### config.mk
export PLATFORM = sky130hd
export DESIGN_NAME = rf_link_failsafe_command_relay_unit_flat
export DESIGN_NICKNAME = d
export VERILOG_FILES = /design/src/sv/rfcr_pkg.sv /design/src/sv/rfcr_stream_if.sv /design/src/sv/rf_link_failsafe_command_relay_unit.sv /design/src/flat_wrapper.sv
export VERILOG_INCLUDE_DIRS = /design/src /design/src/sv
export SDC_FILE = /design/constraint.sdc
export NUM_CORES = 1
export LEC_CHECK = 0
export ABC_AREA = 1
export BUFFER_PORTS_ARGS = -buffer_cell sky130_fd_sc_hd__buf_2
export CAP_MARGIN = 20
export CORE_MARGIN = 10
export CORE_UTILIZATION = 60
export CTS_CLUSTER_DIAMETER = 100
export DETAILED_ROUTE_END_ITERATION = 8
export PLACE_DENSITY_LB_ADDON = 0.05
export SLEW_MARGIN = 20
export SYNTH_ARGS = -nofsm -noshare
export SYNTH_HDL_FRONTEND = slang
export SYNTH_SLANG_ARGS = --single-unit
### constraint.sdc
create_clock -name clk_i -period 12.75 [get_ports clk_i]
set_input_delay 0.6375 -clock clk_i [delete_from_list [all_inputs] [get_ports clk_i]]
set_output_delay 0.6375 -clock clk_i [all_outputs]
set_load 0.02 [all_outputs]
### src/sv/rf_link_failsafe_command_relay_unit_macros.svh
// Assertion macros for the radio command relay.
// Included by the relay module, which carries the concurrent checks; no other dependencies.
`ifndef RF_LINK_FAILSAFE_COMMAND_RELAY_UNIT_MACROS_SVH
`define RF_LINK_FAILSAFE_COMMAND_RELAY_UNIT_MACROS_SVH

// Check a property on the rising clock edge, disabled while reset is low.
`define RFCR_ASSERT_CLK(clk, rstn, name, prop, msg) \
  name: assert property (@(posedge clk) disable iff (!rstn) prop) else $error(msg);

// Same check on the default clock and reset names of this project.
`define RFCR_ASSERT(name, prop, msg) \
  `RFCR_ASSERT_CLK(clk_i, rst_ni, name, prop, msg)

`endif

### src/sv/rfcr_pkg.sv
// Types and constants of the radio command relay.
// Used by the stream interface users and the top level; no dependencies.
package rfcr_pkg;

  localparam logic [1:0] OP_TICK  = 2'd0;
  localparam logic [1:0] OP_FRAME = 2'd1;
  localparam logic [1:0] OP_RANGE = 2'd2;

  localparam logic KIND_CMD = 1'b0;
  localparam logic KIND_ACK = 1'b1;

  localparam logic [1:0] REG_TIMEOUT = 2'd0;
  localparam logic [1:0] REG_PERIOD  = 2'd1;
  localparam logic [1:0] REG_BRAKE   = 2'd2;

  localparam int unsigned PADDR_W = 4;
  localparam int unsigned PDATA_W = 32;

  localparam logic [15:0] TIMEOUT_RST = 16'd500;
  localparam logic [7:0]  PERIOD_RST  = 8'd20;
  localparam logic [7:0]  BRAKE_RST   = 8'd100;

  localparam int unsigned ELAPSED_W   = 17;
  localparam logic [ELAPSED_W-1:0] ELAPSED_MAX = '1;
  localparam logic [15:0] RANGE_NONE  = 16'hFFFF;

  typedef struct packed {
    logic [1:0]        op;
    logic signed [7:0] rf_steering;
    logic [7:0]        rf_throttle;
    logic [7:0]        rf_brake;
    logic [7:0]        rf_buttons;
    logic [7:0]        rf_sequence;
    logic [15:0]       range_word;
  } in_item_t;

  typedef struct packed {
    logic              kind;
    logic signed [7:0] cmd_steering;
    logic [7:0]        cmd_throttle;
    logic [7:0]        cmd_brake;
    logic [7:0]        cmd_buttons;
    logic [7:0]        cmd_sequence;
    logic [7:0]        echo_sequence;
    logic [15:0]       ack_range;
    logic [2:0]        slow_slot;
  } out_item_t;

endpackage

### src/sv/rfcr_stream_if.sv
// Valid/ready stream channel carrying one item per handshake.
// Payload type is a parameter; the relay uses the structs of rfcr_pkg.
interface rfcr_stream_if #(
  parameter type T = logic
);
  logic valid;
  logic ready;
  T     data;

  modport source (output valid, output data, input ready);
  modport sink   (input valid, input data, output ready);
endinterface

### src/sv/rf_link_failsafe_command_relay_unit.sv
// Radio command relay: acks, latches radio frames; periodic drive commands; link watchdog.
// Uses rfcr_pkg, rfcr_stream_if and the assertion macros header.
// An item is registered at accept; its result, if any, goes to the result register.
// Throughput: one item per cycle unless out_o stalls; input and result regs decouple.
// Reset: asynchronous, active low; safe stop, range all ones, registers at reset values.
`include "rf_link_failsafe_command_relay_unit_macros.svh"

module rf_link_failsafe_command_relay_unit #(
  parameter int unsigned SLOW_SLOTS = 8
) (
  input  logic                           clk_i,
  input  logic                           rst_ni,
  rfcr_stream_if.sink                    in_i,
  rfcr_stream_if.source                  out_o,
  input  logic                           psel,
  input  logic                           penable,
  input  logic                           pwrite,
  input  logic [rfcr_pkg::PADDR_W-1:0]   paddr,
  input  logic [rfcr_pkg::PDATA_W-1:0]   pwdata,
  output logic [rfcr_pkg::PDATA_W-1:0]   prdata,
  output logic                           pready
);

  localparam int unsigned SlotW = (SLOW_SLOTS > 1) ? $clog2(SLOW_SLOTS) : 1;
  localparam logic [SlotW-1:0] SlotLast = SlotW'(SLOW_SLOTS - 1);

  logic [15:0] timeout_q;
  logic [7:0]  period_q;
  logic [7:0]  brake_q;

  logic                 in_valid_q;
  rfcr_pkg::in_item_t   in_q;
  logic                 out_valid_q;
  rfcr_pkg::out_item_t  out_q;

  logic [rfcr_pkg::ELAPSED_W-1:0] elapsed_q, elapsed_d;
  logic [7:0]       period_cnt_q, period_cnt_d;
  logic             oper_q, oper_d;
  logic signed [7:0] held_steering_q, held_steering_d;
  logic [7:0]       held_throttle_q, held_throttle_d;
  logic [7:0]       held_brake_q, held_brake_d;
  logic [7:0]       held_buttons_q, held_buttons_d;
  logic [7:0]       seq_q, seq_d;
  logic [15:0]      range_q, range_d;
  logic [SlotW-1:0] slot_q, slot_d;

  logic                advance;
  logic                fire;
  logic                has_result;
  logic                emit_cmd;
  logic [8:0]          slot_ext;
  logic [7:0]          period_inc;
  logic                cfg_wr;
  rfcr_pkg::out_item_t result_d;

  // Configuration port
  assign pready = 1'b1;
  assign cfg_wr = psel && penable && pwrite;

  always_ff @(posedge clk_i or negedge rst_ni) begin
    if (!rst_ni) begin
      timeout_q <= rfcr_pkg::TIMEOUT_RST;
      period_q  <= rfcr_pkg::PERIOD_RST;
      brake_q   <= rfcr_pkg::BRAKE_RST;
    end else if (cfg_wr) begin
      unique case (paddr[3:2])
        rfcr_pkg::REG_TIMEOUT: timeout_q <= pwdata[15:0];
        rfcr_pkg::REG_PERIOD:  period_q  <= pwdata[7:0];
        rfcr_pkg::REG_BRAKE:   brake_q   <= pwdata[7:0];
        default: ;
      endcase
    end
  end

  always_comb begin
    unique case (paddr[3:2])
      rfcr_pkg::REG_TIMEOUT: prdata = rfcr_pkg::PDATA_W'(timeout_q);
      rfcr_pkg::REG_PERIOD:  prdata = rfcr_pkg::PDATA_W'(period_q);
      rfcr_pkg::REG_BRAKE:   prdata = rfcr_pkg::PDATA_W'(brake_q);
      default:               prdata = '0;
    endcase
  end

  // Handshake
  assign advance    = !out_valid_q || out_o.ready;
  assign fire       = in_valid_q && advance;
  assign in_i.ready = !in_valid_q || advance;

  always_ff @(posedge clk_i or negedge rst_ni) begin
    if (!rst_ni) begin
      in_valid_q <= 1'b0;
    end else if (in_i.ready) begin
      in_valid_q <= in_i.valid;
    end
  end

  always_ff @(posedge clk_i) begin
    if (in_i.ready && in_i.valid) begin
      in_q <= in_i.data;
    end
  end

  // Item processing
  assign period_inc = period_cnt_q + 8'd1;
  assign slot_ext   = 9'(slot_q);

  always_comb begin
    elapsed_d       = elapsed_q;
    period_cnt_d    = period_cnt_q;
    oper_d          = oper_q;
    held_steering_d = held_steering_q;
    held_throttle_d = held_throttle_q;
    held_brake_d    = held_brake_q;
    held_buttons_d  = held_buttons_q;
    seq_d           = seq_q;
    range_d         = range_q;
    slot_d          = slot_q;
    has_result      = 1'b0;
    emit_cmd        = 1'b0;
    result_d        = '0;

    priority if (in_q.op == rfcr_pkg::OP_TICK) begin
      if (elapsed_q != rfcr_pkg::ELAPSED_MAX) begin
        elapsed_d = elapsed_q + 1'b1;
      end
      if (elapsed_d > {1'b0, timeout_q}) begin
        oper_d = 1'b0;
      end
      period_cnt_d = period_inc;
      if (period_inc >= period_q) begin
        emit_cmd              = 1'b1;
        has_result            = 1'b1;
        period_cnt_d          = '0;
        result_d.kind         = rfcr_pkg::KIND_CMD;
        result_d.cmd_sequence = seq_q;
        seq_d                 = seq_q + 8'd1;
        if (oper_d) begin
          result_d.cmd_steering = held_steering_q;
          result_d.cmd_throttle = held_throttle_q;
          result_d.cmd_brake    = held_brake_q;
          result_d.cmd_buttons  = held_buttons_q;
        end else begin
          result_d.cmd_brake    = brake_q;
        end
      end
    end else if (in_q.op == rfcr_pkg::OP_FRAME) begin
      held_steering_d        = in_q.rf_steering;
      held_throttle_d        = in_q.rf_throttle;
      held_brake_d           = in_q.rf_brake;
      held_buttons_d         = in_q.rf_buttons;
      elapsed_d              = '0;
      oper_d                 = 1'b1;
      has_result             = 1'b1;
      result_d.kind          = rfcr_pkg::KIND_ACK;
      result_d.echo_sequence = in_q.rf_sequence;
      result_d.ack_range     = range_q;
      result_d.slow_slot     = slot_ext[2:0];
      slot_d                 = (slot_q == SlotLast) ? '0 : slot_q + 1'b1;
    end else if (in_q.op == rfcr_pkg::OP_RANGE) begin
      range_d = in_q.range_word;
    end else begin
      has_result = 1'b0;
    end
  end

  always_ff @(posedge clk_i or negedge rst_ni) begin
    if (!rst_ni) begin
      elapsed_q       <= '0;
      period_cnt_q    <= '0;
      oper_q          <= 1'b0;
      held_steering_q <= '0;
      held_throttle_q <= '0;
      held_brake_q    <= '0;
      held_buttons_q  <= '0;
      seq_q           <= '0;
      range_q         <= rfcr_pkg::RANGE_NONE;
      slot_q          <= '0;
    end else if (fire) begin
      elapsed_q       <= elapsed_d;
      period_cnt_q    <= period_cnt_d;
      oper_q          <= oper_d;
      held_steering_q <= held_steering_d;
      held_throttle_q <= held_throttle_d;
      held_brake_q    <= held_brake_d;
      held_buttons_q  <= held_buttons_d;
      seq_q           <= seq_d;
      range_q         <= range_d;
      slot_q          <= slot_d;
    end
  end

  // Result register
  always_ff @(posedge clk_i or negedge rst_ni) begin
    if (!rst_ni) begin
      out_valid_q <= 1'b0;
    end else if (advance) begin
      out_valid_q <= fire && has_result;
    end
  end

  always_ff @(posedge clk_i) begin
    if (fire && has_result) begin
      out_q <= result_d;
    end
  end

  assign out_o.valid = out_valid_q;
  assign out_o.data  = out_q;

  `RFCR_ASSERT(a_frame_acks, (fire && in_q.op == rfcr_pkg::OP_FRAME) |=> (out_valid_q && out_q.kind == rfcr_pkg::KIND_ACK), "radio frame not acknowledged")
  `RFCR_ASSERT(a_range_silent, (fire && in_q.op == rfcr_pkg::OP_RANGE) |=> !out_valid_q, "distance message gave a result")
  `RFCR_ASSERT(a_seq_advance, (fire && emit_cmd) |=> (seq_q == $past(seq_q) + 8'd1), "command sequence did not advance")
  `RFCR_ASSERT(a_ready_when_empty, !out_valid_q |-> in_i.ready, "input stalled with empty result register")

endmodule

### src/flat_wrapper.sv
// flat-port wrapper written by rule: the top's interface ports become plain ports
module rf_link_failsafe_command_relay_unit_flat 
#(
  parameter int unsigned SLOW_SLOTS = 8
)
  (clk_i, rst_ni, psel, penable, pwrite, paddr, pwdata, prdata, pready, in_i_valid, in_i_data, in_i_ready, out_o_valid, out_o_data, out_o_ready);
  rfcr_stream_if #(.T(rfcr_pkg::in_item_t)) in_i_i ();
  rfcr_stream_if #(.T(rfcr_pkg::out_item_t)) out_o_i ();
  input  logic clk_i;
  input  logic rst_ni;
  input  logic psel;
  input  logic penable;
  input  logic pwrite;
  input  logic [rfcr_pkg::PADDR_W-1:0] paddr;
  input  logic [rfcr_pkg::PDATA_W-1:0] pwdata;
  output logic [rfcr_pkg::PDATA_W-1:0] prdata;
  output logic pready;
  input wire logic [$bits(in_i_i.valid)-1:0] in_i_valid;
  input wire logic [$bits(in_i_i.data)-1:0] in_i_data;
  output wire logic [$bits(in_i_i.ready)-1:0] in_i_ready;
  output wire logic [$bits(out_o_i.valid)-1:0] out_o_valid;
  output wire logic [$bits(out_o_i.data)-1:0] out_o_data;
  input wire logic [$bits(out_o_i.ready)-1:0] out_o_ready;
  assign in_i_i.valid = in_i_valid;
  assign in_i_i.data = in_i_data;
  assign in_i_ready = in_i_i.ready;
  assign out_o_valid = out_o_i.valid;
  assign out_o_data = out_o_i.data;
  assign out_o_i.ready = out_o_ready;
  rf_link_failsafe_command_relay_unit #(.SLOW_SLOTS(SLOW_SLOTS)) u_core (.clk_i(clk_i), .rst_ni(rst_ni), .in_i(in_i_i), .out_o(out_o_i), .psel(psel), .penable(penable), .pwrite(pwrite), .paddr(paddr), .pwdata(pwdata), .prdata(prdata), .pready(pready));
endmodule
==> impl_metrics.env <==
export IMPL_outcome="finished clean"
export IMPL_cp_max_fo=24
export IMPL_path_common_cell="nand2_1"
export IMPL_yosys_area_top_type="edfxtp_1"
export IMPL_design_area_sq_mm=0.0124
export IMPL_finalSetupViolCount=0
export IMPL_floorplan_initialDensity_pct=60.8
export IMPL_cp_depth=19
export IMPL_die_w_um=152
export IMPL_drt_first_pass_iters=5
export IMPL_nets=1282
export IMPL_dr_first_iter_drc_count=410
export IMPL_p_int_uw=1670
export IMPL_finalClockSkew_ns=0.0103
export IMPL_max_cap_viol_count=0
export IMPL_hold_buffers=0
export IMPL_syn_area_sq_mm=0.0105
export IMPL_cts_htree_levels=1
export IMPL_clkSlewWorstSetupHoldPaths_ns=0.06
export IMPL_rr_worst_depth=19
export IMPL_clockPowerShare_pct=33.3
export IMPL_clock_sinks=245
export IMPL_synth_warnings=0
export IMPL_place_ws_ns=8.80
export IMPL_path_delay_family="simple AND/OR/NAND/NOR gates"
export IMPL_clockRootBuffer="clkbuf_16"
export IMPL_swShare_pct=29.7
export IMPL_grt_pass1_wl_um=35900
export IMPL_core_area_sq_mm=0.0172
export IMPL_fin_ws_ns=8.78
export IMPL_relSlewSlack_pct=36.8
export IMPL_cts_tree="yes"
export IMPL_async_flop_share_pct=48.6
export IMPL_combPwrFrac_pct=20.6
export IMPL_slowest_delay_ns=0.45
export IMPL_syn_inst=982
export IMPL_post_cts_buffers=0
export IMPL_synthTopCellsByCount="155 x nand2_1, 144 x inv_1, 126 x edfxtp_1, 105 x nor2_1, 92 x dfrtp_1"
export IMPL_ctsResizeCount=0
export IMPL_tightest_slew_ns=0.948
export IMPL_cp_slowest_cell="dfrtp_1"
export IMPL_hold_viol_final=0
export IMPL_ys_ff_latch=245
export IMPL_die_area_sq_mm=0.0232
export IMPL_path_buf_inv=3
export IMPL_p_per_area_mw_per_mm2=193
export IMPL_antenna_found_initial=2
export IMPL_crit_arrival_ns=4.34
export IMPL_synth_main_ff_cell="edfxtp_1"
export IMPL_wirelength_um=21900
export IMPL_required_ns=13.12
export IMPL_synth_most_common_cell="nand2_1"
export IMPL_clk_latency_ns=0.53
export IMPL_synth_edf_count=126
export IMPL_drc=0
export IMPL_whs_ns=0.120
export IMPL_avgViaCountPerCell=5.02
export IMPL_critPathLaunchType="register"
export IMPL_vdd_drop_max_v=0.000126
export IMPL_clockBufferDepth=3
export IMPL_antenna_left=0
export IMPL_syn_avg_cell_area_sq_um=10.7
export IMPL_p_leak_uw=0.00583
export IMPL_areaGrowthSynthToFinish_pct=17.9
export IMPL_slew_viol_final=0
export IMPL_critical_path_cell_chain="ha_1 > nand3_1 > inv_1 > nand2_2 > nor2_2 > nand2_1 > inv_1 > or2_2 > o21ai_0 > inv_1 > ha_1 > nand2_1 > nor2_1 > nand2_1 > nor4_1 > nand2_1 > nand2_4 > nand3_4 > nor2_1"
export IMPL_hpwl_um=15000
export IMPL_num_vias=7021
export IMPL_grt_max_degree=72
export IMPL_grt_pass1_vias=7118
export IMPL_fp_row_count=48
export IMPL_seq_area_frac_synth_pct=64.8
export IMPL_routedWlPerCell_um=15.6
export IMPL_place_congestion=0.856
export IMPL_rsz0062_at_grt="false"
export IMPL_cp_end_kind="register"
export IMPL_grt_ovfl_total=0
export IMPL_p_sw_uw=708
export IMPL_ys_types=40
export IMPL_dpl_instance_area_sq_mm=0.0115
export IMPL_cts_made_buffers=25
export IMPL_timing_final_crit_period_ns=3.97
export IMPL_fin_setup_tns_ns=0
export IMPL_power_frac_seq_pct=46.1
export IMPL_grt_usage_pct=18.5
export IMPL_io_pins=204
export IMPL_synth_area_top_cells="edfxtp_1 36%, dfrtp_1 22%, dfstp_2 6.8%, nand2_1 5.5%, inv_1 5.2%"
export IMPL_fmax_mhz=252
export IMPL_final_layout_size_suffix_gt1_share_pct=24.0
export IMPL_die_h_um=152
export IMPL_port_buffers=168
export IMPL_period_share_pct=31.1
export IMPL_critPathKind="register to register"
export IMPL_synth_top_area_share_pct=36.1
export IMPL_min_path_type="input port to asynchronous set/reset pin"
## power groups by stage
stage	clock [uW]	sequential (uW)	combinational (uW)
finish	793	1100	490
global route	844	1110	561
CTS	806	1100	497
detailed placement	0	1110	491
global placement	0	1110	477
floorplan	0	1140	318
## routing by layer
metal / up-vias / part of all wire [%] / track usage (%)
met1: 3278 / 41 / 22.8
met3: 45 / 5.7 / 3.90
met5: - / 0 / 0
met4: 0 / 2.8 / 6.42
met2: 187 / 50 / 31.5
li1: 3511 / - / -
## flip-flops by register name, summed over array words and instances, names as in the netlist, 16 cells and up
name / flops
u_core.timeout_q: 16
u_core.range_q: 16
u_core.in_q: 58
u_core.elapsed_q: 17
u_core.out_o.data: 68
## cells by family after synthesis
family / synth area share, %
AO/OA/AOI/OAI: 7.36
XOR/XNOR: 1.92
adder cells (fa/ha/maj): 3.46
buffers and inverters: 7.74
flip-flops: 64.8
other: 0.0716
AND/OR/NAND/NOR: 14.6
## layout make-up
class / count / area (sq um)
fill: 1254 / 4870
multi-input combinational: 560 / 2950
tap: 225 / 282
clock inverter: 18 / 258
timing repair buffer: 173 / 881
inverter: 147 / 552
sequential: 245 / 6800
antenna: 2 / 5.00
clock buffer: 28 / 647
## placed cells by master (no fill, tap or decap), drive strengths merged
| cell type | n |
|---|---|
| buf | 173 |
| nand2 | 160 |
| inv | 147 |
| nor2 | 130 |
| edfxtp | 126 |
| dfrtp | 92 |
| o21ai | 73 |
| a21oi | 42 |
| nand3 | 41 |
| ha | 29 |
| clkbuf | 28 |
| dfstp | 27 |
| xor2 | 22 |
| conb | 17 |
| clkinv | 10 |
| nand4 | 9 |
| nor3 | 7 |
| o221ai | 7 |
| a22o | 7 |
| bufinv | 6 |
| o22ai | 5 |
| diode | 2 |
| o21bai | 2 |
| nor4 | 2 |
| clkinvlp | 2 |
| a211oi | 2 |
| or2 | 1 |
| xnor2 | 1 |
| and3 | 1 |
| a21o | 1 |
| nand3b | 1 |
## path summary, 6_finish.rpt
kind                                                   to           startpoint  slack (ns)
worst min-delay path                  u_core.timeout_q[9]               rst_ni        0.12
max in group asynchronous        u_core.held_buttons_q[6]               rst_ni       11.30
worst max register to register      u_core.out_o.data[59]  u_core.elapsed_q[0]        8.78
worst max-delay path                u_core.out_o.data[59]  u_core.elapsed_q[0]        8.78
min in group clk_i                         u_core.in_q[6]         in_i_data[6]        0.28
worst min register to register  u_core.held_throttle_q[1]      u_core.in_q[41]        0.45
## through the flow
stage / instances / util [%] / total power [uW]
6_report: 1398 / 71.7 / 2380
5_1_grt: 1398 / 71.7 / 2520
4_1_cts: 1396 / 71.7 / 2400
3_5_place_dp: 1350 / 66.5 / 1600
3_3_place_gp: 1350 / 66.5 / 1580
2_1_floorplan: 997 / - / 1450
No activity file was read; power rests on OpenSTA's default activity.
